<file path="config.mk">
export PLATFORM = sky130hd
export DESIGN_NAME = vfh_rng
export DESIGN_NICKNAME = d
export VERILOG_FILES = /design/src/rtl/assert_macros.svh /design/src/rtl/vfh_pkg.sv /design/src/rtl/vfh_rng.sv
export SDC_FILE = /design/constraint.sdc
export NUM_CORES = 1
export LEC_CHECK = 0
export BUFFER_PORTS_ARGS = -buffer_cell sky130_fd_sc_hd__buf_2
export CAP_MARGIN = 30
export CORE_MARGIN = 1
export CORE_UTILIZATION = 40
export DETAILED_ROUTE_END_ITERATION = 8
export GPL_ROUTABILITY_DRIVEN = 0
export GPL_TIMING_DRIVEN = 0
export SLEW_MARGIN = 5
export SYNTH_ARGS = -nofsm -noshare
export SYNTH_HDL_FRONTEND = slang
export SYNTH_SLANG_ARGS = --single-unit
</file>
<file path="constraint.sdc">
create_clock -name clk_i -period 2 [get_ports clk_i]
set_input_delay 0.4 -clock clk_i [delete_from_list [all_inputs] [get_ports clk_i]]
set_output_delay 0.4 -clock clk_i [all_outputs]
set_load 0.02 [all_outputs]
</file>
<file path="src/rtl/assert_macros.svh">
// Assertion macros shared by the heat update block.
`ifndef ASSERT_MACROS_SVH
`define ASSERT_MACROS_SVH

// Property that must hold at every clock edge outside reset.
`define VFH_ASSERT(lbl, prop, msg) \
  lbl: assert property (@(posedge clk_i) disable iff (!rst_ni) (prop)) else $error(msg);

// Consequent must hold in the cycle after the antecedent.
`define VFH_ASSERT_NEXT(lbl, ante, cons, msg) \
  lbl: assert property (@(posedge clk_i) disable iff (!rst_ni) (ante) |=> (cons)) \
    else $error(msg);

`endif

</file>
<file path="src/rtl/vfh_pkg.sv">
// Shared types and constants of the volumetric fire heat update block.
package vfh_pkg;

  localparam int DefMaxWidth  = 32;
  localparam int DefMaxHeight = 32;
  localparam int DefMaxDepth  = 16;

  localparam int MinWidth       = 5;
  localparam int MinHeight      = 5;
  localparam int MinDepth       = 3;
  localparam int FallbackWidth  = 24;
  localparam int FallbackHeight = 24;
  localparam int FallbackDepth  = 16;
  localparam int WidthReset     = 24;
  localparam int HeightReset    = 24;
  localparam int DepthReset     = 16;

  localparam logic [31:0] SeedReset = 32'd1;

  localparam int SeedBase     = 180;
  localparam int SeedSpan     = 75;
  localparam int Recip75      = 111848;  // floor(2^23 / 75)
  localparam int Recip75Shift = 23;
  localparam int Recip5       = 3277;    // ceil(2^14 / 5)
  localparam int Recip5Shift  = 14;
  localparam int AvgFloor     = 3;

  typedef enum logic [1:0] {
    KIND_TICK  = 2'd0,
    KIND_READ  = 2'd1,
    KIND_CLEAR = 2'd2
  } kind_e;

  typedef enum logic [1:0] {
    STATUS_OK       = 2'd0,
    STATUS_RANGE    = 2'd1,
    STATUS_DISABLED = 2'd2
  } status_e;

  typedef enum logic [2:0] {
    CFG_ENABLED = 3'd0,
    CFG_WIDTH   = 3'd1,
    CFG_HEIGHT  = 3'd2,
    CFG_DEPTH   = 3'd3,
    CFG_SEED    = 3'd4
  } cfg_index_e;

  typedef struct packed {
    logic load;
    logic advance;
  } rng_ctl_t;

  typedef struct packed {
    logic       valid;
    logic [7:0] heat;
    status_e    status;
  } result_t;

endpackage

</file>
<file path="src/rtl/vfh_rng.sv">
// Xorshift32 random generator with seed load and one draw per advance.
module vfh_rng (
  input  logic              clk_i,
  input  logic              rst_ni,
  input  vfh_pkg::rng_ctl_t ctl_i,
  input  logic [31:0]       seed_i,
  output logic [15:0]       draw_o
);

  logic [31:0] state_q, state_d;
  logic [31:0] s1, s2, s3;

  always_comb begin
    s1 = state_q ^ (state_q << 13);
    s2 = s1 ^ (s1 >> 17);
    s3 = s2 ^ (s2 << 5);
  end

  // A draw is the low half of the state after it advances.
  assign draw_o = s3[15:0];

  always_comb begin
    state_d = state_q;
    if (ctl_i.load) begin
      state_d = seed_i;
    end else if (ctl_i.advance) begin
      state_d = s3;
    end
  end

  always_ff @(posedge clk_i or negedge rst_ni) begin
    if (!rst_ni) begin
      state_q <= vfh_pkg::SeedReset;
    end else begin
      state_q <= state_d;
    end
  end

endmodule

</file>
==> impl_metrics.csv, run 1 <==
group,metric,value,unit
timing,relSlewSlack,44.5,%
global_routing,grt_pass1_vias,1954,
timing,setup_viol,1,
worst_hold_path,hp-class,"in2async",
timing,grt_setup_unrepaired,"true",
synth,ys_types,30,
route,dr.pass1.iters,4,
place,pre_cts_ws,0.105,ns
timing,tightest_slew,0.829,ns
timing,worst_slack,-0.0154,ns
global_routing,overflow,0,
die,rows,27,
layout,regMostFlops,"state_q",
synth,syn_inst,230,
worst_setup_path,setup.worst_path.class,"reg2out",
die,pin_count,52,
worst_setup_path,worstSetupEndpointType,"output port",
route,num_vias,1979,
die,die_h,77.6,um
global_routing,antenna_found_initial,0,
cts,cts_tree,"yes",
flow_run,drv_cap,0,
worst_setup_path,slowest_delay,0.57,ns
worst_setup_path,rrSetupSlack,0.17,ns
worst_setup_path,rr_worst_depth,5,
cts,worstSkewPairLatency,0.28,ns
place,portBuffers,51,
global_routing,grt_usage,22.8,%
cts,cts-buffers-inserted,5,
worst_setup_path,crit_arrival,1.62,ns
synth,yosys_warnings,0,
worst_setup_path,r2r_end,"state_q[18]$_DFFE_PN0P_",
layout,diodes,0,
run_status,violations,"setup timing",
timing,hold_slack,0.187,ns
die,initial_core_util,41.5,%
global_routing,grt_max_degree,33,
synth,synth_seq_cells,32,
timing,timing.final.crit_period,2.02,ns
worst_setup_path,path_cells,"xor2_2, xnor3_1, buf_6",
cts,clk_path_buf_depth,2,
worst_setup_path,worstPathMaxFanout,3,
synth,syn_nets,266,
layout,mostFrequentLayoutCell,"buf_2",
layout,nets,338,
die,core_region_area,5510,um^2
die,die-area,6020,um^2
layout,drive_above_1_share,35.6,%
route,drc_errors,0,
layout,reg_top3,"state_q (32)",
route,drt_iter0_drc,137,
synth,yosysSeqAreaShare,35.1,%
timing,drv_slew,0,
worst_setup_path,cp.depth,3,
route,wirelength,6460,um
layout,largest_register_ffs,32,
worst_setup_path,crit_path_start_kind,"register",
global_routing,grt_pass1_wl,10200,um
layout,final_cell_mix,"46 x buf_2, 36 x xnor2_1, 22 x nand2_1, 22 x dfrtp_1, 20 x buf_4",
worst_setup_path,cp_slowest_cell,"dfstp_2",
route,viasPerCell,5.28,
route,routedWlPerCell,17.2,um
synth,syn_area_per_cell,9.94,um^2
worst_setup_path,rr_startpoint,"state_q[0]$_DFFE_PN1P_",
cts,clock-sinks,32,
die,die_x,77.6,um
synth,synthesis.area,2290,um^2
layout,areaGrowthSynthToFinish,33.7,%
cts,clk_pin_slew_worst_paths,0.07,ns
worst_setup_path,cp_num_buf_inv,1,
timing,finalHoldViolCount,0,
timing,period_share,101,%
timing,fin_skew,0.00577,ns
timing,fmax,496,MHz
place,hpwl,4370,um
worst_setup_path,crit_family,"XOR/XNOR gates",
worst_setup_path,required,1.60,ns
cts,cts_root_buffer,"clkbuf_8",
route,antenna_left,0,
run_status,status,"finished with violations",
cts,h-tree-depth,2,
[metal layers]
layer	part of all wire, %	GRT usage, %	up-vias
li1	-	-	939
met1	45	31.0	964
met2	48	37.5	66
met3	5.7	4.82	10
met4	0.93	4.53	0
met5	0	0	-
[metrics by stage]
| step | util, % | std cells | cell area, um^2 | TNS (ns) |
|---|---|---|---|---|
| 6_report | 55.5 | 375 | 3060 | -0.0154 |
| 3_3_place_gp | 47.8 | 353 | 2630 | 0 |
| 5_1_grt | 55.5 | 375 | 3060 | -0.151 |
| 2_1_floorplan | - | 230 | 2290 | 0 |
| 3_5_place_dp | 47.8 | 353 | 2630 | 0 |
| 4_1_cts | 52.5 | 364 | 2890 | -0.0426 |
[synth_stat cells (all sizes together)]
| cell type | count | area share [%] |
|---|---|---|
| a221o | 14 | 6.1 |
| and3 | 8 | 2.2 |
| nand3 | 6 | 1.3 |
| xnor3 | 4 | 3.9 |
| clkbuf | 9 | 1.5 |
| nor3 | 1 | 0.22 |
| xor2 | 11 | 4.2 |
| inv | 9 | 1.5 |
| nor2 | 9 | 1.5 |
| nor2b | 6 | 1.6 |
| nor4b | 6 | 2.3 |
| dlymetal6s2s | 1 | 0.55 |
| or3 | 2 | 0.60 |
| a21bo | 1 | 0.44 |
| buf | 3 | 0.87 |
| a21oi | 1 | 0.22 |
| o21ai | 11 | 2.4 |
| xor3 | 3 | 3.1 |
| nand4 | 6 | 1.6 |
| nand2 | 22 | 3.6 |
| a211o | 6 | 2.3 |
| xnor2 | 55 | 21 |
| mux2i | 2 | 0.88 |
| a31oi | 2 | 0.55 |
| dfrtp | 31 | 34 |
| dfstp | 1 | 1.1 |
[worst max path at each step]
| stage | startpoint | end | slack, ns |
|---|---|---|---|
| 2_1_floorplan | state_q[8]$_DFFE_PN0P_ | draw_o[9] | 0.10 |
| 3_3_place_gp | state_q[8]$_DFFE_PN0P_ | draw_o[9] | 0.05 |
| 3_5_place_dp | state_q[8]$_DFFE_PN0P_ | draw_o[9] | 0.11 |
| 4_1_cts | state_q[13]$_DFFE_PN0P_ | draw_o[9] | -0.02 |
| 5_1_grt | state_q[0]$_DFFE_PN1P_ | draw_o[13] | -0.07 |
| 6_report | state_q[0]$_DFFE_PN1P_ | draw_o[13] | -0.02 |
[cell families (layout without fill, tap and decap cells)]
kind of cell,Yosys count,count (layout),synth area share (%)
multiplexers,2,2,0.875
flip-flops,32,32,35.1
AND/OR/NAND/NOR,66,66,15.0
AO/OA/AOI/OAI,35,35,12.0
buffers and inverters,22,95,4.38
XOR/XNOR,73,73,32.7
[worst reg2reg max path, stage by stage (launching register included)]
cell,delay [ns]
dfstp_2,0.57
xor2_2,0.17
buf_4,0.13
xor3_1,0.31
or3_2,0.41
a31oi_1,0.16
[final cells by class]
cell class              instances  area, um^2
plain buffers                  12        62.6
multi-input cells             176        1580
repair buffers                 66         387
well taps                      72        90.1
inverters                       9        33.8
fillers                       488        2450
flip-flops and latches         32         813
clock buffers                   8        90.1
[what timing repair did]
item | CTS | global route
resized for setup | 22 | 19
hold buffers | 0 | 0
setup endpoints to repair | 11 | 11
setup buffers | 4 | 11
pin swaps | 5 | 11
Power of run 1 is not shown: default switching activity piles up to over one toggle a cycle in this logic, so the estimate is an artifact.
==> run 2: changes to the inputs <==
--- a/config.mk
+++ b/config.mk
@@ -5,11 +5,11 @@
 export SDC_FILE = /design/constraint.sdc
 export NUM_CORES = 1
 export LEC_CHECK = 0
-export BUFFER_PORTS_ARGS = -buffer_cell sky130_fd_sc_hd__buf_2
 export CAP_MARGIN = 30
 export CORE_MARGIN = 1
 export CORE_UTILIZATION = 40
 export DETAILED_ROUTE_END_ITERATION = 8
+export DONT_BUFFER_PORTS = 1
 export GPL_ROUTABILITY_DRIVEN = 0
 export GPL_TIMING_DRIVEN = 0
 export SLEW_MARGIN = 5
==> constraint.sdc (replaced) <==
create_clock -name clk_i -period 1.8 [get_ports clk_i]
set_input_delay 0.27 -clock clk_i [delete_from_list [all_inputs] [get_ports clk_i]]
set_output_delay 0.27 -clock clk_i [all_outputs]
set_load 0.02 [all_outputs]
==> run 2 against run 1 <==
The run still ends with setup timing left. Clock skew barely moved. Cell count fell by 14%. Sequential share of layout area grew 0.52 points. Critical path type unchanged.
==> impl_metrics.csv, run 2 (synthesis gave the netlist of run 1 again) <==
group,metric,value,unit
run_status,status,"finished with violations",
run_status,violations,"setup timing",
timing,relSlewSlack,42.1,%
worst_setup_path,setup.worst_path.class,"reg2out",
cts,clock-sinks,32,
layout,nets,284,
timing,timing.final.crit_period,1.86,ns
route,routedWlPerCell,21.1,um
global_routing,grt_pass1_wl,10200,um
layout,final_cell_mix,"25 x xnor2_1, 22 x nand2_1, 21 x dfrtp_1",
route,drc_errors,0,
die,initial_core_util,41.5,%
flow_run,drv_cap,0,
timing,tightest_slew,0.865,ns
route,wirelength,6780,um
timing,fin_skew,0.00557,ns
route,drt_iter0_drc,87,
timing,fmax,538,MHz
die,rows,27,
timing,period_share,103,%
layout,mostFrequentLayoutCell,"xnor2_1",
worst_setup_path,required,1.53,ns
route,wl_met3,491,um
route,antenna_left,0,
worst_setup_path,worstSetupEndpointType,"output port",
timing,finalHoldViolCount,0,
cts,cts-buffers-inserted,5,
layout,multiInputGateArea,1810,um^2
worst_hold_path,hp-class,"in2reg",
place,portBuffers,0,
layout,areaGrowthSynthToFinish,31.3,%
die,core_region_area,5510,um^2
worst_setup_path,crit_path_start_kind,"register",
layout,fill_cells,460,
place,hpwl,4380,um
layout,largest_register_ffs,32,
worst_setup_path,crit_arrival,1.59,ns
layout,drive_above_1_share,28.5,%
timing,grt_setup_unrepaired,"true",
timing,worst_slack,-0.0578,ns
route,highest_layer,"met4",
route,num_vias,1808,
global_routing,grt_usage,23.0,%
worst_setup_path,worstPathMaxFanout,4,
die,die_x,77.6,um
layout,regMostFlops,"state_q",
cts,clk_path_buf_depth,2,
cts,cts_root_buffer,"clkbuf_8",
layout,ff_latch_area,815,um^2
die,die-area,6020,um^2
global_routing,grt_max_degree,33,
cts,worstSkewPairLatency,0.29,ns
global_routing,grt_pass1_vias,1861,
die,pin_count,52,
cts,clk_pin_slew_worst_paths,0.07,ns
timing,drv_slew,0,
timing,setup_viol,3,
die,die_h,77.6,um
global_routing,antenna_found_initial,0,
cts,cts_tree,"yes",
layout,diodes,0,
cts,h-tree-depth,2,
route,wl_met2,3490,um
layout,reg_top3,"state_q (32)",
timing,fin_tns_setup,-0.140,ns
route,dr.pass1.iters,4,
route,viasPerCell,5.63,
global_routing,overflow,0,
route,wl_met1,2740,um
[run 2: path summary, 6_finish.rpt]
check                                        startpoint  cells past startpoint  slack [ns]                       to
worst max-delay path             state_q[8]$_DFFE_PN0P_                      4       -0.06                draw_o[8]
worst min-delay path                          seed_i[0]                      2         0.1   state_q[0]$_DFFE_PN1P_
worst max register to register  state_q[17]$_DFFE_PN0P_                      4        0.06  state_q[18]$_DFFE_PN0P_
worst min register to register  state_q[31]$_DFFE_PN0P_                      3        0.63  state_q[31]$_DFFE_PN0P_
max in group asynchronous                        rst_ni                      2        1.12   state_q[0]$_DFFE_PN1P_
min in group asynchronous                        rst_ni                      2        0.43  state_q[11]$_DFFE_PN0P_
[run 2: repair_timing]
item / CTS / global route
hold endpoints to repair: 32 / 0
pin swaps: 11 / 19
setup buffers: 5 / 5
setup endpoints to repair: 21 / 12
hold buffers: 2 / 0
cloned: 0 / 0
gates resized for setup: 39 / 22
[run 2: final cells by class]
type                    count  share of cell area (%)
clock buffers               8                    3.00
repair buffers             12                    3.50
flip-flops and latches     32                    27.1
multi-input cells         176                    60.2
plain buffers              12                    2.08
inverters                   9                    1.12
well taps                  72                    3.00
[run 2: through the flow]
stage          instance area (um^2)  setup WS [ns]  instances  utilization (%)  hold slack, ns
2_1_floorplan                  2290         0.0492        230                -         -0.0256
3_3_place_gp                   2380         -0.161        302             43.3         -0.0245
3_5_place_dp                   2380         -0.153        302             43.3         -0.0243
4_1_cts                        2810        -0.0626        316             51.0          0.0997
5_1_grt                        3000         -0.104        321             54.6          0.0979
6_report                       3000        -0.0578        321             54.6           0.100
[run 2: critical path: stages, from the launching register on]
cell and delay, ns:
dfrtp_2 0.46, buf_4 0.17, xnor2_4 0.21, xnor2_2 0.12, xnor2_2 0.34
[run 2: routing by layer]
layer,up-vias,global-route usage [%]
met3,6,6.12
met2,57,38.4
met1,917,29.4
met4,0,5.85
met5,-,0
li1,828,-
Power of run 2 is left out for the same reason.
==> run 3: changes to the inputs <==
--- a/config.mk
+++ b/config.mk
@@ -5,6 +5,7 @@
 export SDC_FILE = /design/constraint.sdc
 export NUM_CORES = 1
 export LEC_CHECK = 0
+export ABC_AREA = 1
 export CAP_MARGIN = 30
 export CORE_MARGIN = 1
 export CORE_UTILIZATION = 40
==> run 3 against run 2 <==
The run now ends clean. Register-to-register slack gained 0.37 ns. Critical path depth grew 4. Area after synthesis grew 2.2%. Hold slack gained 0.034 ns. First-iteration DRC count grew 16%. Global-route usage grew 0.27 points. Largest cell class unchanged. Non-clock buffer count grew 1. Cell area shrank 8.8%. Clock skew is essentially flat. Core utilization shrank 5.4 points. Critical endpoint is now draw_o[9]. Fmax grew 6.0%. Wire length grew 3.3%.
==> impl_metrics.csv, run 3 <==
group,metric,value,unit
worst_setup_path,rrSetupSlack,0.43,ns
route,viasPerCell,5.24,
worst_setup_path,worstSetupEndpointType,"output port",
layout,drive_above_1_share,20.9,%
timing,timing.final.crit_period,1.75,ns
synth,synth_seq_cells,32,
worst_setup_path,slowest_delay,0.43,ns
worst_setup_path,r2r_end,"state_q[10]$_DFFE_PN0P_",
timing,fmax,571,MHz
synth,async_flop_share,100,%
global_routing,grt_usage,23.2,%
pwr,pwr_density_cell,1270,nW/um^2
timing,tightest_slew,0.674,ns
worst_setup_path,path_cells,"inv_2, nand2_1, nand2_1, nand2_1, nand2_2, inv_4, nand2_1, and2_4",
die,initial_core_util,42.0,%
timing,grt_setup_unrepaired,"true",
cts,clock-sinks,32,
cts,cts_root_buffer,"clkbuf_8",
timing,relSlewSlack,55.0,%
route,routedWlPerCell,15.3,um
layout,final_cell_mix,"146 x nand2_1, 32 x a22oi_1, 30 x inv_1, 30 x nand3_1, 28 x dfrtp_1",
timing,fin_tns_setup,0,ns
die,die_x,78.5,um
place,portBuffers,0,
synth,syn_area_per_cell,6.44,um^2
global_routing,overflow,0,
place,placed_area,2430,um^2
worst_setup_path,critical_path.most_common_cell,"nand2_1",
worst_hold_path,hp-class,"in2reg",
layout,diodes,0,
synth,syn_nets,399,
worst_setup_path,worstPathMaxFanout,5,
layout,nets,422,
cts,clk_path_buf_depth,2,
die,rows,27,
route,wirelength,7000,um
route,drc_errors,0,
worst_setup_path,crit_family,"simple AND/OR/NAND/NOR gates",
worst_setup_path,cp-startpoint,"state_q[8]$_DFFE_PN0P_",
timing,setup_viol,0,
synth,synthTopCellsByCount,"164 x nand2_1, 44 x inv_1, 32 x a22oi_1",
layout,reg_top3,"state_q (32)",
worst_setup_path,crit_arrival,1.48,ns
worst_setup_path,critPathCapture,"draw_o[9]",
cts,cts-buffers-inserted,5,
synth,yosysMostFrequentCell,"nand2_1",
route,num_vias,2403,
route,drt_iter0_drc,101,
layout,regMostFlops,"state_q",
layout,largest_register_ffs,32,
timing,drv_slew,0,
place,hpwl,4960,um
cts,h-tree-depth,2,
worst_setup_path,crit_path_start_kind,"register",
cts,worstSkewPairLatency,0.28,ns
worst_setup_path,setup.worst_path.class,"reg2out",
die,die_h,78.5,um
pwr,ir_drop,611,uV
worst_setup_path,rr_startpoint,"state_q[9]$_DFFE_PN0P_",
cts,cts_tree,"yes",
worst_setup_path,cp_slowest_cell,"dfrtp_1",
pwr,p_leak,1.45,nW
pwr,finalPower,3.48,mW
cts,clk_pin_slew_worst_paths,0.07,ns
synth,yosysSeqAreaShare,34.3,%
layout,mostFrequentLayoutCell,"nand2_1",
die,die-area,6160,um^2
synth,ys_types,18,
die,core_region_area,5570,um^2
global_routing,grt_pass1_vias,2112,
flow_run,drv_cap,0,
route,antenna_left,0,
synth,synth_flop_cell,"dfrtp_1",
worst_setup_path,rr_worst_depth,9,
synth,yosys_warnings,0,
worst_setup_path,required,1.53,ns
route,dr.pass1.iters,4,
layout,design_area,2740,um^2
global_routing,grt_max_degree,33,
timing,finalHoldViolCount,0,
synth,synth_top_cell_by_area,"dfrtp_1",
global_routing,antenna_found_initial,0,
timing,fin_skew,0.00517,ns
synth,syn_inst,363,
synth,synth_area_leaders,"dfrtp_1 33%, nand2_1 26%, a22oi_1 10%",
worst_setup_path,cp_num_buf_inv,2,
global_routing,grt_pass1_wl,10700,um
layout,areaGrowthSynthToFinish,17.2,%
timing,period_share,97.4,%
synth,synth_enable_flop_cells,0,
synth,synthesis.area,2340,um^2
synth,synth_top_area_share,33.2,%
run_status,status,"completed",
layout,final_util,49.2,%
worst_setup_path,cp.depth,8,
die,pin_count,52,
## run 3: through the flow
stage	setup slack (ns)	cells	hold WS, ns
detailed placement	0.116	435	-0.0248
CTS	0.000273	448	0.133
global route	-0.0191	459	0.131
global placement	0.112	435	-0.0247
floorplan	0.357	363	-0.0256
finish	0.0474	459	0.134
## run 3: repair_timing
item / 4_1_cts / 5_1_grt
gates resized for setup: 18 / 35
pin swaps: 1 / 10
endpoints found under the hold margin: 32 / 0
endpoints found under the setup margin: 6 / 8
buffers inserted: 3 / 11
hold buffers: 2 / 0
## run 3: routing by layer
metal | GRT usage, % | wire (um) | up-vias
met5 | 0 | 0 | -
met4 | 5.56 | 57 | 0
met3 | 3.72 | 393 | 5
met2 | 38.3 | 3340 | 66
met1 | 31.7 | 3220 | 1126
li1 | - | - | 1206
## run 3: cell type report
cell class,instances,area [um^2]
fillers,567,2830
flip-flops and latches,32,806
repair buffers,16,135
well taps,72,90.1
multi-input cells,273,1370
plain buffers,9,41.3
inverters,49,194
clock buffers,8,100
## run 3: kinds of logic (layout without fill, tap and decap cells)
kind of cell,count (synthesis),count (layout),share of synthesized area [%]
flops,32,32,34.3
xor+xnor,14,14,5.24
compound gates,51,51,14.3
simple gates,208,208,36.5
buf+inv,58,82,9.63
## run 3: how the worst min path moves through the flow
stage          cells after the start                 endpoint  startpoint
5_1_grt                            2  state_q[12]$_DFFE_PN0P_  seed_i[12]
4_1_cts                            2  state_q[13]$_DFFE_PN0P_  seed_i[13]
3_5_place_dp                       0  state_q[24]$_DFFE_PN0P_      rst_ni
6_report                           2  state_q[11]$_DFFE_PN0P_  seed_i[11]
2_1_floorplan                      0  state_q[10]$_DFFE_PN0P_      rst_ni
3_3_place_gp                       0  state_q[24]$_DFFE_PN0P_      rst_ni
## run 3: power breakdown
group,internal (mW),total [mW],switching [mW],leakage [nW]
combinational,0.663,1.82,1.16,1.02
sequential,0.859,1.03,0.170,0.381
clock,0.349,0.633,0.283,0.0515
(Power assumes the default switching activity.)
