==> src/rtl/assert_macros.svh <==
// Assertion macros shared by the heat update block.
`ifndef ASSERT_MACROS_SVH
`define ASSERT_MACROS_SVH

// Property that must hold at every clock edge outside reset.
`define VFH_ASSERT(lbl, prop, msg) \
  lbl: assert property (@(posedge clk_i) disable iff (!rst_ni) (prop)) else $error(msg);

// Consequent must hold in the cycle after the antecedent.
`define VFH_ASSERT_NEXT(lbl, ante, cons, msg) \
  lbl: assert property (@(posedge clk_i) disable iff (!rst_ni) (ante) |=> (cons)) \
    else $error(msg);

`endif

==> src/rtl/vfh_pkg.sv <==
// Shared types and constants of the volumetric fire heat update block.
package vfh_pkg;

  localparam int DefMaxWidth  = 32;
  localparam int DefMaxHeight = 32;
  localparam int DefMaxDepth  = 16;

  localparam int MinWidth       = 5;
  localparam int MinHeight      = 5;
  localparam int MinDepth       = 3;
  localparam int FallbackWidth  = 24;
  localparam int FallbackHeight = 24;
  localparam int FallbackDepth  = 16;
  localparam int WidthReset     = 24;
  localparam int HeightReset    = 24;
  localparam int DepthReset     = 16;

  localparam logic [31:0] SeedReset = 32'd1;

  localparam int SeedBase     = 180;
  localparam int SeedSpan     = 75;
  localparam int Recip75      = 111848;  // floor(2^23 / 75)
  localparam int Recip75Shift = 23;
  localparam int Recip5       = 3277;    // ceil(2^14 / 5)
  localparam int Recip5Shift  = 14;
  localparam int AvgFloor     = 3;

  typedef enum logic [1:0] {
    KIND_TICK  = 2'd0,
    KIND_READ  = 2'd1,
    KIND_CLEAR = 2'd2
  } kind_e;

  typedef enum logic [1:0] {
    STATUS_OK       = 2'd0,
    STATUS_RANGE    = 2'd1,
    STATUS_DISABLED = 2'd2
  } status_e;

  typedef enum logic [2:0] {
    CFG_ENABLED = 3'd0,
    CFG_WIDTH   = 3'd1,
    CFG_HEIGHT  = 3'd2,
    CFG_DEPTH   = 3'd3,
    CFG_SEED    = 3'd4
  } cfg_index_e;

  typedef struct packed {
    logic load;
    logic advance;
  } rng_ctl_t;

  typedef struct packed {
    logic       valid;
    logic [7:0] heat;
    status_e    status;
  } result_t;

endpackage

==> src/rtl/vfh_ctrl.sv <==
// Sequencer and datapath: clearing sweep, seeding, layer averaging and cell reads.
`include "assert_macros.svh"

module vfh_ctrl #(
  parameter int MaxWidth  = vfh_pkg::DefMaxWidth,
  parameter int MaxHeight = vfh_pkg::DefMaxHeight,
  parameter int MaxDepth  = vfh_pkg::DefMaxDepth,
  localparam int XW = $clog2(MaxWidth),
  localparam int YW = $clog2(MaxHeight),
  localparam int ZW = $clog2(MaxDepth),
  localparam int XS = XW + 1,
  localparam int YS = YW + 1,
  localparam int ZS = ZW + 1,
  localparam int AW = XW + YW + ZW
) (
  input  logic              clk_i,
  input  logic              rst_ni,
  input  logic              in_valid_i,
  output logic              in_ready_o,
  input  logic [1:0]        kind_i,
  input  logic [4:0]        cell_x_i,
  input  logic [4:0]        cell_y_i,
  input  logic [3:0]        cell_z_i,
  input  logic              enabled_i,
  input  logic [XS-1:0]     w_i,
  input  logic [YS-1:0]     h_i,
  input  logic [ZS-1:0]     d_i,
  input  logic [15:0]       draw_i,
  output vfh_pkg::rng_ctl_t rng_ctl_o,
  output vfh_pkg::result_t  res_o,
  input  logic              res_ready_i,
  output logic              mem_we_o,
  output logic [AW-1:0]     mem_waddr_o,
  output logic [7:0]        mem_wdata_o,
  output logic              mem_re_o,
  output logic [AW-1:0]     mem_raddr_o,
  input  logic [7:0]        mem_rdata_i
);

  typedef enum logic [9:0] {
    S_CLEAR = 10'b00_0000_0001,
    S_IDLE  = 10'b00_0000_0010,
    S_SEED  = 10'b00_0000_0100,
    S_DRAIN = 10'b00_0000_1000,
    S_RC    = 10'b00_0001_0000,
    S_RR    = 10'b00_0010_0000,
    S_RU    = 10'b00_0100_0000,
    S_RD    = 10'b00_1000_0000,
    S_CELL  = 10'b01_0000_0000,
    S_RESP  = 10'b10_0000_0000
  } state_e;

  // What the read issued in the previous cycle fetched.
  typedef enum logic [2:0] {
    TAG_NONE   = 3'd0,
    TAG_CENTER = 3'd1,
    TAG_RIGHT  = 3'd2,
    TAG_ZMINUS = 3'd3,
    TAG_ZPLUS  = 3'd4
  } rd_tag_e;

  function automatic logic [AW-1:0] cell_addr(input logic [XW-1:0] x,
                                              input logic [YW-1:0] y,
                                              input logic [ZW-1:0] z);
    return {z, y, x};
  endfunction

  state_e            state_q, state_d;
  logic [XW-1:0]     x_q, x_d;
  logic [YW-1:0]     y_q, y_d;
  logic [ZW-1:0]     z_q, z_d;
  logic [AW-1:0]     clr_q, clr_d;
  logic              clr_item_q, clr_item_d;
  logic              fin_q, fin_d;
  logic [7:0]        res_heat_q, res_heat_d;
  vfh_pkg::status_e  res_status_q, res_status_d;
  rd_tag_e           rd_tag_q, rd_tag_d;
  logic              rd_ok_q, rd_ok_d;
  logic [AW-1:0]     rd_cell_q, rd_cell_d;

  logic [7:0]        left_q, left_d, mid_q, mid_d, right_q, right_d, zm_q, zm_d;
  logic              s1_v_q, s1_v_d, s2_v_q;
  logic [10:0]       sum_q, sum_d;
  logic [AW-1:0]     s1_addr_q, s1_addr_d, s2_addr_q;
  logic [7:0]        avg_q, avg_d;

  logic              sa_v_q, sa_v_d, sb_v_q;
  logic [15:0]       sa_val_q, sa_val_d, sb_val_q;
  logic [AW-1:0]     sa_addr_q, sa_addr_d, sb_addr_q;
  logic [9:0]        sb_quo_q, sb_quo_d;

  logic [XS-1:0]     x_next;
  logic [ZS-1:0]     z_next;
  logic              x_last, z_last;
  logic [YW-1:0]     below, bottom;
  logic              in_range, pipe_busy, avg_hot;
  logic [7:0]        rd_val;
  logic [16:0]       rem_full;
  logic [7:0]        rem;

  assign x_next = XS'(x_q) + XS'(1);
  assign z_next = ZS'(z_q) + ZS'(1);
  assign x_last = !(x_next < w_i);
  assign z_last = !(z_next < d_i);
  assign below  = y_q + YW'(1);
  assign bottom = YW'(h_i - YS'(1));

  assign in_range = (32'(cell_x_i) < 32'(w_i)) && (32'(cell_y_i) < 32'(h_i)) &&
                    (32'(cell_z_i) < 32'(d_i));

  assign pipe_busy = sa_v_q || sb_v_q || s1_v_q || s2_v_q || (rd_tag_q != TAG_NONE);
  assign avg_hot   = s2_v_q && (avg_q > 8'(vfh_pkg::AvgFloor));

  assign in_ready_o = (state_q == S_IDLE);

  // Sequencer: one read per cycle; averaging takes three reads per cell.
  always_comb begin
    state_d      = state_q;
    x_d          = x_q;
    y_d          = y_q;
    z_d          = z_q;
    clr_d        = clr_q;
    clr_item_d   = clr_item_q;
    fin_d        = fin_q;
    res_heat_d   = res_heat_q;
    res_status_d = res_status_q;
    rd_tag_d     = TAG_NONE;
    rd_ok_d      = 1'b0;
    rd_cell_d    = rd_cell_q;
    mem_re_o     = 1'b0;
    mem_raddr_o  = '0;
    sa_v_d       = 1'b0;
    sa_val_d     = sa_val_q;
    sa_addr_d    = sa_addr_q;
    rng_ctl_o    = '0;

    unique case (state_q)
      S_CLEAR: begin
        clr_d = clr_q + AW'(1);
        if (&clr_q) begin
          state_d = clr_item_q ? S_RESP : S_IDLE;
        end
      end
      S_IDLE: begin
        if (in_valid_i) begin
          res_heat_d   = 8'd0;
          res_status_d = vfh_pkg::STATUS_OK;
          unique case (kind_i)
            vfh_pkg::KIND_TICK: begin
              if (enabled_i) begin
                x_d     = '0;
                z_d     = '0;
                fin_d   = 1'b0;
                state_d = S_SEED;
              end else begin
                res_status_d = vfh_pkg::STATUS_DISABLED;
                state_d      = S_RESP;
              end
            end
            vfh_pkg::KIND_READ: begin
              if (in_range) begin
                mem_re_o    = 1'b1;
                mem_raddr_o = cell_addr(XW'(cell_x_i), YW'(cell_y_i), ZW'(cell_z_i));
                state_d     = S_CELL;
              end else begin
                res_status_d = vfh_pkg::STATUS_RANGE;
                state_d      = S_RESP;
              end
            end
            vfh_pkg::KIND_CLEAR: begin
              rng_ctl_o.load = 1'b1;
              clr_d          = '0;
              clr_item_d     = 1'b1;
              state_d        = S_CLEAR;
            end
            default: begin
              state_d = S_RESP;
            end
          endcase
        end
      end
      S_SEED: begin
        rng_ctl_o.advance = 1'b1;
        sa_v_d            = 1'b1;
        sa_val_d          = draw_i;
        sa_addr_d         = cell_addr(x_q, bottom, z_q);
        if (!x_last) begin
          x_d = XW'(x_next);
        end else begin
          x_d = '0;
          if (!z_last) begin
            z_d = ZW'(z_next);
          end else begin
            z_d     = '0;
            y_d     = YW'(h_i - YS'(2));
            state_d = S_DRAIN;
          end
        end
      end
      S_DRAIN: begin
        // Interlock: the next layer reads what the pipeline is still writing.
        if (!pipe_busy) begin
          state_d = fin_q ? S_RESP : S_RC;
        end
      end
      S_RC: begin
        mem_re_o    = 1'b1;
        mem_raddr_o = cell_addr(x_q, below, z_q);
        rd_tag_d    = TAG_CENTER;
        rd_ok_d     = 1'b1;
        state_d     = S_RR;
      end
      S_RR: begin
        mem_re_o    = !x_last;
        mem_raddr_o = cell_addr(XW'(x_next), below, z_q);
        rd_tag_d    = TAG_RIGHT;
        rd_ok_d     = !x_last;
        state_d     = S_RU;
      end
      S_RU: begin
        mem_re_o    = (z_q != '0);
        mem_raddr_o = cell_addr(x_q, below, z_q - ZW'(1));
        rd_tag_d    = TAG_ZMINUS;
        rd_ok_d     = (z_q != '0);
        state_d     = S_RD;
      end
      S_RD: begin
        mem_re_o    = !z_last;
        mem_raddr_o = cell_addr(x_q, below, ZW'(z_next));
        rd_tag_d    = TAG_ZPLUS;
        rd_ok_d     = !z_last;
        rd_cell_d   = cell_addr(x_q, y_q, z_q);
        if (!x_last) begin
          x_d     = XW'(x_next);
          state_d = S_RR;
        end else begin
          x_d = '0;
          if (!z_last) begin
            z_d     = ZW'(z_next);
            state_d = S_RC;
          end else begin
            z_d     = '0;
            state_d = S_DRAIN;
            if (y_q == '0) begin
              fin_d = 1'b1;
            end else begin
              y_d = y_q - YW'(1);
            end
          end
        end
      end
      S_CELL: begin
        res_heat_d = mem_rdata_i;
        state_d    = S_RESP;
      end
      S_RESP: begin
        if (res_ready_i) begin
          state_d = S_IDLE;
        end
      end
      default: begin
        state_d = S_IDLE;
      end
    endcase

    if (avg_hot) begin
      rng_ctl_o.advance = 1'b1;
    end
  end

  // Sliding window over the layer below; the right cell becomes the next center.
  assign rd_val = rd_ok_q ? mem_rdata_i : 8'd0;

  always_comb begin
    left_d    = left_q;
    mid_d     = mid_q;
    right_d   = right_q;
    zm_d      = zm_q;
    s1_v_d    = 1'b0;
    sum_d     = sum_q;
    s1_addr_d = s1_addr_q;
    unique case (rd_tag_q)
      TAG_CENTER: begin
        left_d = 8'd0;
        mid_d  = mem_rdata_i;
      end
      TAG_RIGHT: begin
        right_d = rd_val;
      end
      TAG_ZMINUS: begin
        zm_d = rd_val;
      end
      TAG_ZPLUS: begin
        s1_v_d    = 1'b1;
        sum_d     = 11'(left_q) + 11'(mid_q) + 11'(right_q) + 11'(zm_q) + 11'(rd_val);
        s1_addr_d = rd_cell_q;
        left_d    = mid_q;
        mid_d     = right_q;
      end
      default: begin
      end
    endcase
  end

  // Divide by five through a reciprocal, exact for sums below 2^14.
  assign avg_d = 8'((23'(sum_q) * 23'(vfh_pkg::Recip5)) >> vfh_pkg::Recip5Shift);

  // Seed value: quotient by 75 is exact or one short, fixed by one subtraction.
  assign sb_quo_d = 10'((33'(sa_val_q) * 33'(vfh_pkg::Recip75)) >> vfh_pkg::Recip75Shift);
  assign rem_full = 17'(sb_val_q) - 17'(sb_quo_q) * 17'(vfh_pkg::SeedSpan);
  assign rem      = (rem_full >= 17'(vfh_pkg::SeedSpan)) ?
                    8'(rem_full - 17'(vfh_pkg::SeedSpan)) : 8'(rem_full);

  always_comb begin
    mem_we_o    = 1'b0;
    mem_waddr_o = s2_addr_q;
    mem_wdata_o = avg_q;
    priority if (state_q == S_CLEAR) begin
      mem_we_o    = 1'b1;
      mem_waddr_o = clr_q;
      mem_wdata_o = 8'd0;
    end else if (sb_v_q) begin
      mem_we_o    = 1'b1;
      mem_waddr_o = sb_addr_q;
      mem_wdata_o = 8'(vfh_pkg::SeedBase) + rem;
    end else if (s2_v_q) begin
      mem_we_o    = 1'b1;
      mem_wdata_o = avg_hot ? (avg_q - {6'd0, draw_i[1:0]}) : avg_q;
    end
  end

  assign res_o.valid  = (state_q == S_RESP);
  assign res_o.heat   = res_heat_q;
  assign res_o.status = res_status_q;

  always_ff @(posedge clk_i or negedge rst_ni) begin
    if (!rst_ni) begin
      state_q    <= S_CLEAR;
      x_q        <= '0;
      y_q        <= '0;
      z_q        <= '0;
      clr_q      <= '0;
      clr_item_q <= 1'b0;
      fin_q      <= 1'b0;
      rd_tag_q   <= TAG_NONE;
      rd_ok_q    <= 1'b0;
      s1_v_q     <= 1'b0;
      s2_v_q     <= 1'b0;
      sa_v_q     <= 1'b0;
      sb_v_q     <= 1'b0;
    end else begin
      state_q    <= state_d;
      x_q        <= x_d;
      y_q        <= y_d;
      z_q        <= z_d;
      clr_q      <= clr_d;
      clr_item_q <= clr_item_d;
      fin_q      <= fin_d;
      rd_tag_q   <= rd_tag_d;
      rd_ok_q    <= rd_ok_d;
      s1_v_q     <= s1_v_d;
      s2_v_q     <= s1_v_q;
      sa_v_q     <= sa_v_d;
      sb_v_q     <= sa_v_q;
    end
  end

  always_ff @(posedge clk_i) begin
    res_heat_q   <= res_heat_d;
    res_status_q <= res_status_d;
    rd_cell_q    <= rd_cell_d;
    left_q       <= left_d;
    mid_q        <= mid_d;
    right_q      <= right_d;
    zm_q         <= zm_d;
    sum_q        <= sum_d;
    s1_addr_q    <= s1_addr_d;
    avg_q        <= avg_d;
    s2_addr_q    <= s1_addr_q;
    sa_val_q     <= sa_val_d;
    sa_addr_q    <= sa_addr_d;
    sb_val_q     <= sa_val_q;
    sb_addr_q    <= sa_addr_q;
    sb_quo_q     <= sb_quo_d;
  end

  `VFH_ASSERT(a_rng_excl, !(rng_ctl_o.load && rng_ctl_o.advance), "rng load and advance together")
  `VFH_ASSERT(a_no_overlap, !(mem_we_o && mem_re_o && (mem_waddr_o == mem_raddr_o)), "read of a cell being written")
  `VFH_ASSERT_NEXT(a_busy_after_accept, in_valid_i && in_ready_o, !in_ready_o, "ready right after accept")

endmodule
==> config.mk <==
export PLATFORM = sky130hd
export DESIGN_NAME = vfh_ctrl
export DESIGN_NICKNAME = d
export VERILOG_FILES = /design/src/rtl/vfh_pkg.sv /design/src/rtl/vfh_ctrl.sv
export VERILOG_INCLUDE_DIRS = /design/src /design/src/rtl
export SDC_FILE = /design/constraint.sdc
export NUM_CORES = 1
export LEC_CHECK = 0
export ABC_AREA = 1
export BUFFER_PORTS_ARGS = -buffer_cell sky130_fd_sc_hd__clkbuf_2
export CAP_MARGIN = 20
export CORE_UTILIZATION = 35
export DETAILED_ROUTE_END_ITERATION = 12
export HOLD_SLACK_MARGIN = 0.15
export PLACE_DENSITY = 0.56
export SYNTH_ARGS = -nofsm -noshare
export SYNTH_HDL_FRONTEND = slang
export SYNTH_SLANG_ARGS = --single-unit
export TNS_END_PERCENT = 20
==> constraint.sdc <==
create_clock -name clk_i -period 7.4 [get_ports clk_i]
set_input_delay 0.37 -clock clk_i [delete_from_list [all_inputs] [get_ports clk_i]]
set_output_delay 0.37 -clock clk_i [all_outputs]
set_load 0.02 [all_outputs]
==> impl_metrics.csv, run 1 <==
group,metric,value,unit
sta,fin_crit,5.91,ns
global_routing,grt_pass1_vias,14106,
placement,globalplace.congestion,0.920,
synth,synthArstFlopShare,0.217,
global_routing,grt_max_degree,49,
detailed_routing,vias_per_cell,4.72,
synth,synth_area_leader_cell,"ha_1",
sta,finalSetupTns,0,ns
detailed_routing,drcViolationCount,0,
critical_path,timing.setup.critical_path_class,"register to primary output",
floorplan,dieHeight,231,um
cells_and_area,final_layout_size_suffix_gt1_frac,0.0884,
cells_and_area,layout.nets,2608,
synth,synth_area_leaders,"ha_1, edfxtp_1, fa_1, inv_1, dfxtp_1",
floorplan,die_x,231,um
run_status,status,"complete, no violations",
critical_path,critPathLaunchType,"register",
detailed_routing,drt_first_iter_violations,547,
floorplan,start_util,0.357,
critical_path,rrSetupSlack,2.08,ns
detailed_routing,num_vias,13256,
global_routing,antenna_found_initial,0,
synth,yosysMostFrequentCell,"inv_1",
critical_path,reg2reg_to,"sb_quo_q[8]$_DFF_P_",
floorplan,rows,83,
placement,hpwl,35700,um
clock_tree,cts_setup_buffers,0,
floorplan,pin_count,114,
min_path,hold_class,"input port to register",
clock_tree,clk_latency,0.54,ns
sta,max_freq,169,MHz
clock_tree,numCtsBuffers,24,
synth,synth_top_cells_by_count,"inv_1, nand2_1, ha_1",
global_routing,overflow,0,
synth,yosysWarnings,0,
synth,synth-edff-count,111,
synth,synthDistinctLibCells,59,
cells_and_area,areaGrowthSynthToFinish,12.8,%
clock_tree,cts-root-buf,"clkbuf_16",
clock_tree,clk_pin_slew,0.06,ns
critical_path,r2r-start,"sa_val_q[9]$_DFFE_PP_",
placement,port_buffers,113,
sta,slew_viol_final,0,
sta,clock_skew,0.0259,ns
detailed_routing,wl_per_cell,15.2,um
detailed_routing,firstDrtPassIters,5,
synth,syn-instance-count,1957,
synth,syn_area_per_cell,9.41,sq um
synth,ys_ff_latch,221,
floorplan,dieArea,0.0535,sq mm
synth,yosys.area.top_type_share,0.185,
min_path,hold_end,"state_q[9]$_DFFE_PN0P_",
job,cap_violations,0,
sta,setup_viol,0,
min_path,hold_depth,4,
synth,syn_area,0.0184,sq mm
detailed_routing,wl,42700,um
clock_tree,htreeDepth,1,
cells_and_area,num_antenna_cells,0,
sta,relSlewSlack,0.377,
global_routing,grt_usage,0.167,
sta,tightest_slew,0.935,ns
sta,hold_viol_final,0,
critical_path,reg2reg_depth,16,
global_routing,grt_pass1_wl,71600,um
clock_tree,cts_tree,"yes",
synth,ys_seq_area_frac,0.314,
synth,synthesis.nets,2457,
critical_path,crit_arrival,5.54,ns
cells_and_area,fillers,5040,
min_path,min_from,"res_ready_i",
clock_tree,clock_path_buffers,3,
critical_path,cp_max_fo,11,
critical_path,crit_path_max_incr_delay,0.52,ns
critical_path,end_kind,"primary output",
clock_tree,clkSinkCount,221,
critical_path,slowest_stage,"fa_1",
critical_path,required,7.03,ns
floorplan,core,0.0516,sq mm
sta,period_share,0.799,
sta,rsz0062_at_grt,"no",
detailed_routing,ant_nets,0,
synth,ys_dominant_reg_cell,"edfxtp_1",
[placed cells by master, fill, tap and decap left out, drive strengths merged, types with 7 or more instances in the layout]
| cell | n |
|---|---|
| ha | 273 |
| nor4 | 8 |
| dlygate4sd3 | 19 |
| xor2 | 44 |
| inv | 435 |
| edfxtp | 111 |
| a31oi | 19 |
| nand3 | 69 |
| o21ai | 60 |
| clkinv | 12 |
| nor2 | 143 |
| a21oi | 80 |
| buf | 7 |
| o22ai | 8 |
| xnor2 | 10 |
| fa | 165 |
| nor3 | 20 |
| nand4 | 20 |
| dfxtp | 62 |
| nand2 | 302 |
| clkbuf | 145 |
| dfrtp | 47 |
[cells by family (layout without fill, tap and decap cells)]
group | count (synthesis) | after routing | synth area share
AOI/OAI and AO/OA | 221 | 221 | 0.0709
xor gates and xnor gates | 54 | 54 | 0.0261
adders and majority gates | 438 | 438 | 0.365
buffers and inverters | 451 | 620 | 0.0924
DFF | 221 | 221 | 0.314
and+or+nand+nor | 572 | 572 | 0.132
[through the flow]
step	hold slack, ns	instances	utilization	setup WS, ns	area [sq um]
after CTS	0.161	2806	0.403	1.40	20800
after detailed placement	0.327	2743	0.384	1.99	19800
final	0.179	2806	0.403	1.49	20800
after global routing	0.187	2806	0.403	0.983	20800
after floorplan	0.0744	1957	-	1.98	18400
after global placement	0.324	2743	0.384	2.07	19800
[sequential cells by signal (all words and copies together), names as in the netlist, 8 cells and up]
name        count
avg_q           8
clr_q          14
left_q          8
mid_q           8
rd_cell_q      14
res_heat_q      8
right_q         8
s1_addr_q      14
s2_addr_q      14
sa_addr_q      14
sa_val_q       16
sb_addr_q      14
sb_quo_q       10
sb_val_q       16
state_q        10
sum_q          11
zm_q            8
[critical path, delay by kind of cell (launching register included)]
kind	cells	cell delay [ns]
buffers and inverters	4	0.32
DFF	1	0.43
and+or+nand+nor	14	1.68
xor gates and xnor gates	1	0.39
AOI/OAI and AO/OA	1	0.14
adders and majority gates	5	2.03
[final cells by class]
class                           count  area, sq um  share of cell area
Multi-Input combinational cell   1285        11000               0.527
Timing Repair Buffer              139          808              0.0389
Tap cell                          680          851              0.0410
Sequential cell                   221         5780               0.278
Clock buffer                       32          672              0.0323
Clock inverter                     12         71.3             0.00343
Inverter                          437         1640              0.0790
[how the worst max path moves through the flow]
stage                                 from                 end  slack [ns]  cells after the start
floorplan           state_q[9]$_DFFE_PN0P_  z_q[1]$_DFFE_PN0P_        1.98                      9
global placement       sb_quo_q[3]$_DFF_P_      mem_wdata_o[7]        2.07                     25
detailed placement     sb_quo_q[3]$_DFF_P_      mem_wdata_o[7]        1.99                     25
CTS                    sb_quo_q[3]$_DFF_P_      mem_wdata_o[7]        1.40                     25
global route           sb_quo_q[3]$_DFF_P_      mem_wdata_o[7]        0.98                     25
finish                 sb_quo_q[3]$_DFF_P_      mem_wdata_o[7]        1.49                     25
[routing by layer]
| layer | track usage | routed length [um] |
|---|---|---|
| met2 | 0.304 | 21400 |
| met3 | 0.0146 | 1340 |
| met5 | 0 | 0 |
| met4 | 0.0519 | 1130 |
| met1 | 0.206 | 18800 |
[what timing repair did]
item | 4_1_cts | 5_1_grt
hold buffers | 19 | 0
hold endpoints to repair | 64 | 0
gates resized for setup | 0 | 0
Power of run 1 is left out: the tool's default activity adds up to more than one toggle a clock period on the data nets, which glitch-free logic cannot reach.
==> run 2, diff against run 1 <==
Settings changed: PLACE_DENSITY 0.56 to 0.58.
Clock period 7.4 ns to 5.3 ns, I/O delays scaled along.
==> impl_metrics.csv, run 2 (same netlist as run 1, synthesis figures left out) <==
group,metric,value,unit
run_status,status,"complete, no violations",
clock_tree,cts-root-buf,"clkbuf_16",
cells_and_area,multiInputGateArea,0.0114,sq mm
job,cap_violations,0,
sta,setup_viol,0,
sta,hold_viol_final,0,
min_path,hold_class,"input port to register",
cells_and_area,layout.nets,2654,
sta,max_freq,192,MHz
placement,pre_cts_slack,0.0426,ns
critical_path,required,5.04,ns
clock_tree,clock_path_buffers,3,
detailed_routing,vias_per_cell,4.74,
critical_path,cp_max_fo,5,
floorplan,dieArea,0.0535,sq mm
cells_and_area,final_common_cell,"inv_1",
placement,port_buffers,113,
clock_tree,cts_tree,"yes",
sta,fin_crit,5.21,ns
sta,setup_ws,0.0910,ns
detailed_routing,firstDrtPassIters,5,
sta,rsz0062_at_grt,"yes",
clock_tree,clk_pin_slew,0.06,ns
floorplan,start_util,0.357,
floorplan,rows,83,
placement,dpl_cell_area,0.0200,sq mm
floorplan,die_x,231,um
cells_and_area,fin_util,0.419,
critical_path,critPathLaunchType,"register",
global_routing,antenna_found_initial,0,
global_routing,grt_pass1_wl,71800,um
cells_and_area,seq_area,0.00581,sq mm
critical_path,end_kind,"primary output",
detailed_routing,wl_per_cell,15.1,um
global_routing,grt_pass1_vias,14202,
cells_and_area,final_cell_mix,"inv_1, nand2_1, ha_1",
clock_tree,clk_latency,0.54,ns
cells_and_area,top_regs,"sa_val_q: 16 flops, sb_val_q: 16 flops",
critical_path,timing.setup.critical_path_class,"register to primary output",
global_routing,grt_usage,0.166,
critical_path,slowest_stage,"fa_1",
global_routing,grt_max_degree,49,
placement,globalplace.congestion,0.921,
critical_path,cp_top_family,"adder cells",
detailed_routing,drcViolationCount,0,
cells_and_area,design_area,0.0216,sq mm
sta,clock_skew,0.0228,ns
detailed_routing,drt_first_iter_violations,656,
sta,slew_viol_final,0,
detailed_routing,ant_nets,0,
floorplan,pin_count,114,
critical_path,crit_arrival,4.94,ns
global_routing,overflow,0,
detailed_routing,wl,43000,um
critical_path,crit_path_max_incr_delay,0.52,ns
floorplan,core,0.0516,sq mm
critical_path,cp_num_buf_inv,6,
placement,hpwl,35200,um
cells_and_area,areaGrowthSynthToFinish,17.5,%
cells_and_area,fillers,4985,
sta,relSlewSlack,0.379,
floorplan,dieHeight,231,um
sta,tightest_slew,0.932,ns
cells_and_area,final_layout_size_suffix_gt1_frac,0.139,
cells_and_area,num_antenna_cells,0,
clock_tree,clkSinkCount,221,
clock_tree,numCtsBuffers,24,
clock_tree,htreeDepth,1,
sta,finalSetupTns,0,ns
sta,period_share,0.983,
detailed_routing,num_vias,13520,
[run 2: cell count changes in the layout (fill, tap and decap cells not counted), sizes merged]
cell	before	now
clkinvlp	2	6
inv	435	437
clkbuf	145	140
dlygate4sd3	19	32
buf	7	43
nand3	69	70
clkinv	12	5
bufinv	0	1
[run 2: per-stage QoR]
step	instances	hold slack, ns
after floorplan	1957	-0.0306
after global placement	2759	0.325
after detailed placement	2759	0.327
after CTS	2842	0.160
after global routing	2851	0.169
final	2851	0.177
[run 2: worst min-delay path, cell delays in order]
cell and delay, ns:
clkbuf_2 0.07, or2_2 0.12, a21oi_1 0.07
[run 2: layout make-up]
type,count,area share
tap,680,0.0393
clock buffer,31,0.0304
timing repair buffer,184,0.0554
multi-input combinational,1286,0.526
inverter,437,0.0759
sequential,221,0.268
clock inverter,12,0.00492
[run 2: path summary, 6_finish.rpt]
path	startpoint	end	slack (ns)	depth (start not counted)
worst max-delay path	sb_quo_q[5]$_DFF_P_	mem_wdata_o[3]	0.09	26
worst min-delay path	h_i[5]	res_status_q[0]$_DFFE_PP_	0.18	3
worst max register to register	sa_val_q[11]$_DFFE_PP_	sb_quo_q[8]$_DFF_P_	0.28	16
worst min register to register	sa_addr_q[0]$_DFFE_PP_	sb_addr_q[0]$_DFF_P_	0.34	0
max in group asynchronous	rst_ni	clr_q[13]$_DFFE_PN0P_	4.48	3
min in group asynchronous	rst_ni	rd_ok_q$_DFF_PN0_	0.38	3
[run 2: metal layers]
| layer | share of wire | routed length [um] | up-vias | global-route usage |
|---|---|---|---|---|
| li1 | - | - | 6702 | - |
| met5 | 0 | 0 | - | 0 |
| met4 | 0.022 | 932 | 0 | 0.0439 |
| met1 | 0.44 | 19100 | 6511 | 0.210 |
| met3 | 0.034 | 1450 | 55 | 0.0164 |
| met2 | 0.50 | 21500 | 252 | 0.301 |
[run 2: what timing repair did]
action / in CTS / in global routing
endpoints found under the setup margin: 7 / 13
cloned: 1 / 0
hold buffers: 32 / 0
pin swaps: 31 / 27
gates resized for setup: 72 / 53
buffers inserted: 7 / 8
hold endpoints to repair: 97 / 0
Power of run 2 is left out for the same reason.
==> run 3, diff against run 2 <==
Settings changed: CORE_MARGIN set to 1.5, CORE_UTILIZATION 35 to 43, PLACE_DENSITY 0.58 to 0.67.
==> impl_metrics.csv, run 3 (same netlist as run 1, synthesis figures left out) <==
group,metric,value,unit
run_status,status,"complete, no violations",
sta,slew_viol_final,0,
job,cap_violations,0,
floorplan,core,0.0421,sq mm
detailed_routing,drcViolationCount,0,
global_routing,overflow,0,
critical_path,cp_common_cell,"nand2_1",
global_routing,antenna_found_initial,0,
floorplan,dieHeight,210,um
detailed_routing,num_vias,13778,
detailed_routing,drt_first_iter_violations,806,
clock_tree,clock_path_buffers,3,
placement,port_buffers,113,
global_routing,grt_max_degree,49,
clock_tree,clk_latency,0.53,ns
clock_tree,htreeDepth,1,
cells_and_area,final_cell_mix,"inv_1, nand2_1, ha_1",
cells_and_area,layout.nets,2658,
critical_path,end_kind,"primary output",
sta,period_share,0.987,
sta,clock_skew,0.0146,ns
floorplan,die_x,210,um
critical_path,timing.setup.critical_path_class,"register to primary output",
clock_tree,numCtsBuffers,23,
critical_path,slowest_stage,"fa_1",
global_routing,grt_pass1_vias,14579,
floorplan,rows,75,
cells_and_area,final_common_cell,"inv_1",
floorplan,start_util,0.437,
clock_tree,clk_pin_slew,0.06,ns
sta,finalSetupTns,0,ns
cells_and_area,num_antenna_cells,0,
critical_path,crit_arrival,4.96,ns
clock_tree,cts_tree,"yes",
critical_path,cp_max_fo,5,
detailed_routing,wl_per_cell,15.7,um
sta,relSlewSlack,0.322,
global_routing,grt_pass1_wl,71000,um
floorplan,pin_count,114,
critical_path,critPathLaunchType,"register",
cells_and_area,top_regs,"sa_val_q: 16 flops, sb_val_q: 16 flops",
placement,hpwl,34100,um
sta,rsz0062_at_grt,"yes",
placement,globalplace.congestion,0.941,
critical_path,crit_path_max_incr_delay,0.54,ns
detailed_routing,vias_per_cell,5.08,
floorplan,dieArea,0.0441,sq mm
clock_tree,cts-root-buf,"clkbuf_16",
cells_and_area,areaGrowthSynthToFinish,16.7,%
sta,fin_hold_ws,0.195,ns
placement,placed_cells,2619,
placement,dpl_cell_area,0.0198,sq mm
detailed_routing,firstDrtPassIters,5,
global_routing,grt_usage,0.199,
cells_and_area,fillers,3741,
min_path,hold_class,"input port to register",
cells_and_area,design_area,0.0215,sq mm
cells_and_area,final_layout_size_suffix_gt1_frac,0.142,
detailed_routing,wl,42600,um
sta,fin_crit,5.23,ns
clock_tree,clkSinkCount,221,
sta,max_freq,191,MHz
critical_path,required,5.04,ns
sta,setup_viol,0,
sta,tightest_slew,1.01,ns
cells_and_area,stdcell_count,2714,
sta,hold_viol_final,0,
detailed_routing,ant_nets,0,
-- run 3: cell types whose count changed in the layout (fill, tap and decap cells not counted), moves of 3 or more --
| cell | previous run | this run |
|---|---|---|
| nand3_2 | 2 | 5 |
| inv_2 | 14 | 18 |
| clkbuf_8 | 2 | 5 |
| inv_1 | 420 | 416 |
| clkbuf_1 | 5 | 8 |
| ha_4 | 12 | 15 |
| clkinvlp_4 | 6 | 0 |
| nand3_1 | 67 | 64 |
-- run 3: final timing paths --
path | start | to | slack (ns) | cells after the start
min in group asynchronous | rst_ni | rd_ok_q$_DFF_PN0_ | 0.38 | 3
setup / recovery | sb_quo_q[5]$_DFF_P_ | mem_wdata_o[4] | 0.07 | 30
hold / removal | kind_i[0] | state_q[0]$_DFFE_PN1P_ | 0.19 | 6
hold reg to reg | sa_addr_q[4]$_DFFE_PP_ | sb_addr_q[4]$_DFF_P_ | 0.34 | 0
max in group asynchronous | rst_ni | clr_q[5]$_DFFE_PN0P_ | 4.47 | 3
setup reg to reg | sa_val_q[9]$_DFFE_PP_ | sb_quo_q[8]$_DFF_P_ | 0.18 | 17
-- run 3: cell type report --
class | count | area, sq um | share of cell area
inverters | 437 | 1640 | 0.0764
clock inverters | 6 | 55.1 | 0.00256
repair buffers | 189 | 1250 | 0.0583
well taps | 539 | 674 | 0.0314
flip-flops and latches | 221 | 5800 | 0.270
clock buffers | 36 | 674 | 0.0314
multi-input cells | 1286 | 11400 | 0.530
-- run 3: critical path: cells and delay by family (launching register included) --
| kind | cells | cell delay [ns] |
|---|---|---|
| flip-flops | 1 | 0.38 |
| AO/OA/AOI/OAI | 3 | 0.35 |
| AND/OR/NAND/NOR | 14 | 1.27 |
| adder cells (fa/ha/maj) | 6 | 2.05 |
| buffers and inverters | 7 | 0.40 |
-- run 3: metal layers --
| metal | vias up | wire, um | GRT usage |
|---|---|---|---|
| li1 | 6721 | - | - |
| met1 | 6660 | 18100 | 0.249 |
| met2 | 306 | 21400 | 0.357 |
| met3 | 91 | 1650 | 0.0197 |
| met4 | 0 | 1450 | 0.0744 |
| met5 | - | 0 | 0 |
-- run 3: what timing repair did --
item | 4_1_cts | 5_1_grt
hold buffers | 34 | 0
gates cloned | 1 | 0
endpoints found under the setup margin | 9 | 14
gates resized for setup | 67 | 62
pin swaps | 36 | 26
hold endpoints to repair | 102 | 0
setup buffers | 16 | 2
-- run 3: metrics by stage --
stage	worst slack (ns)	utilization
floorplan	0.468	-
global placement	0.142	0.470
detailed placement	0.00127	0.470
CTS	-0.0106	0.505
global route	-0.225	0.510
finish	0.0711	0.510
Power of run 3 is left out for the same reason.
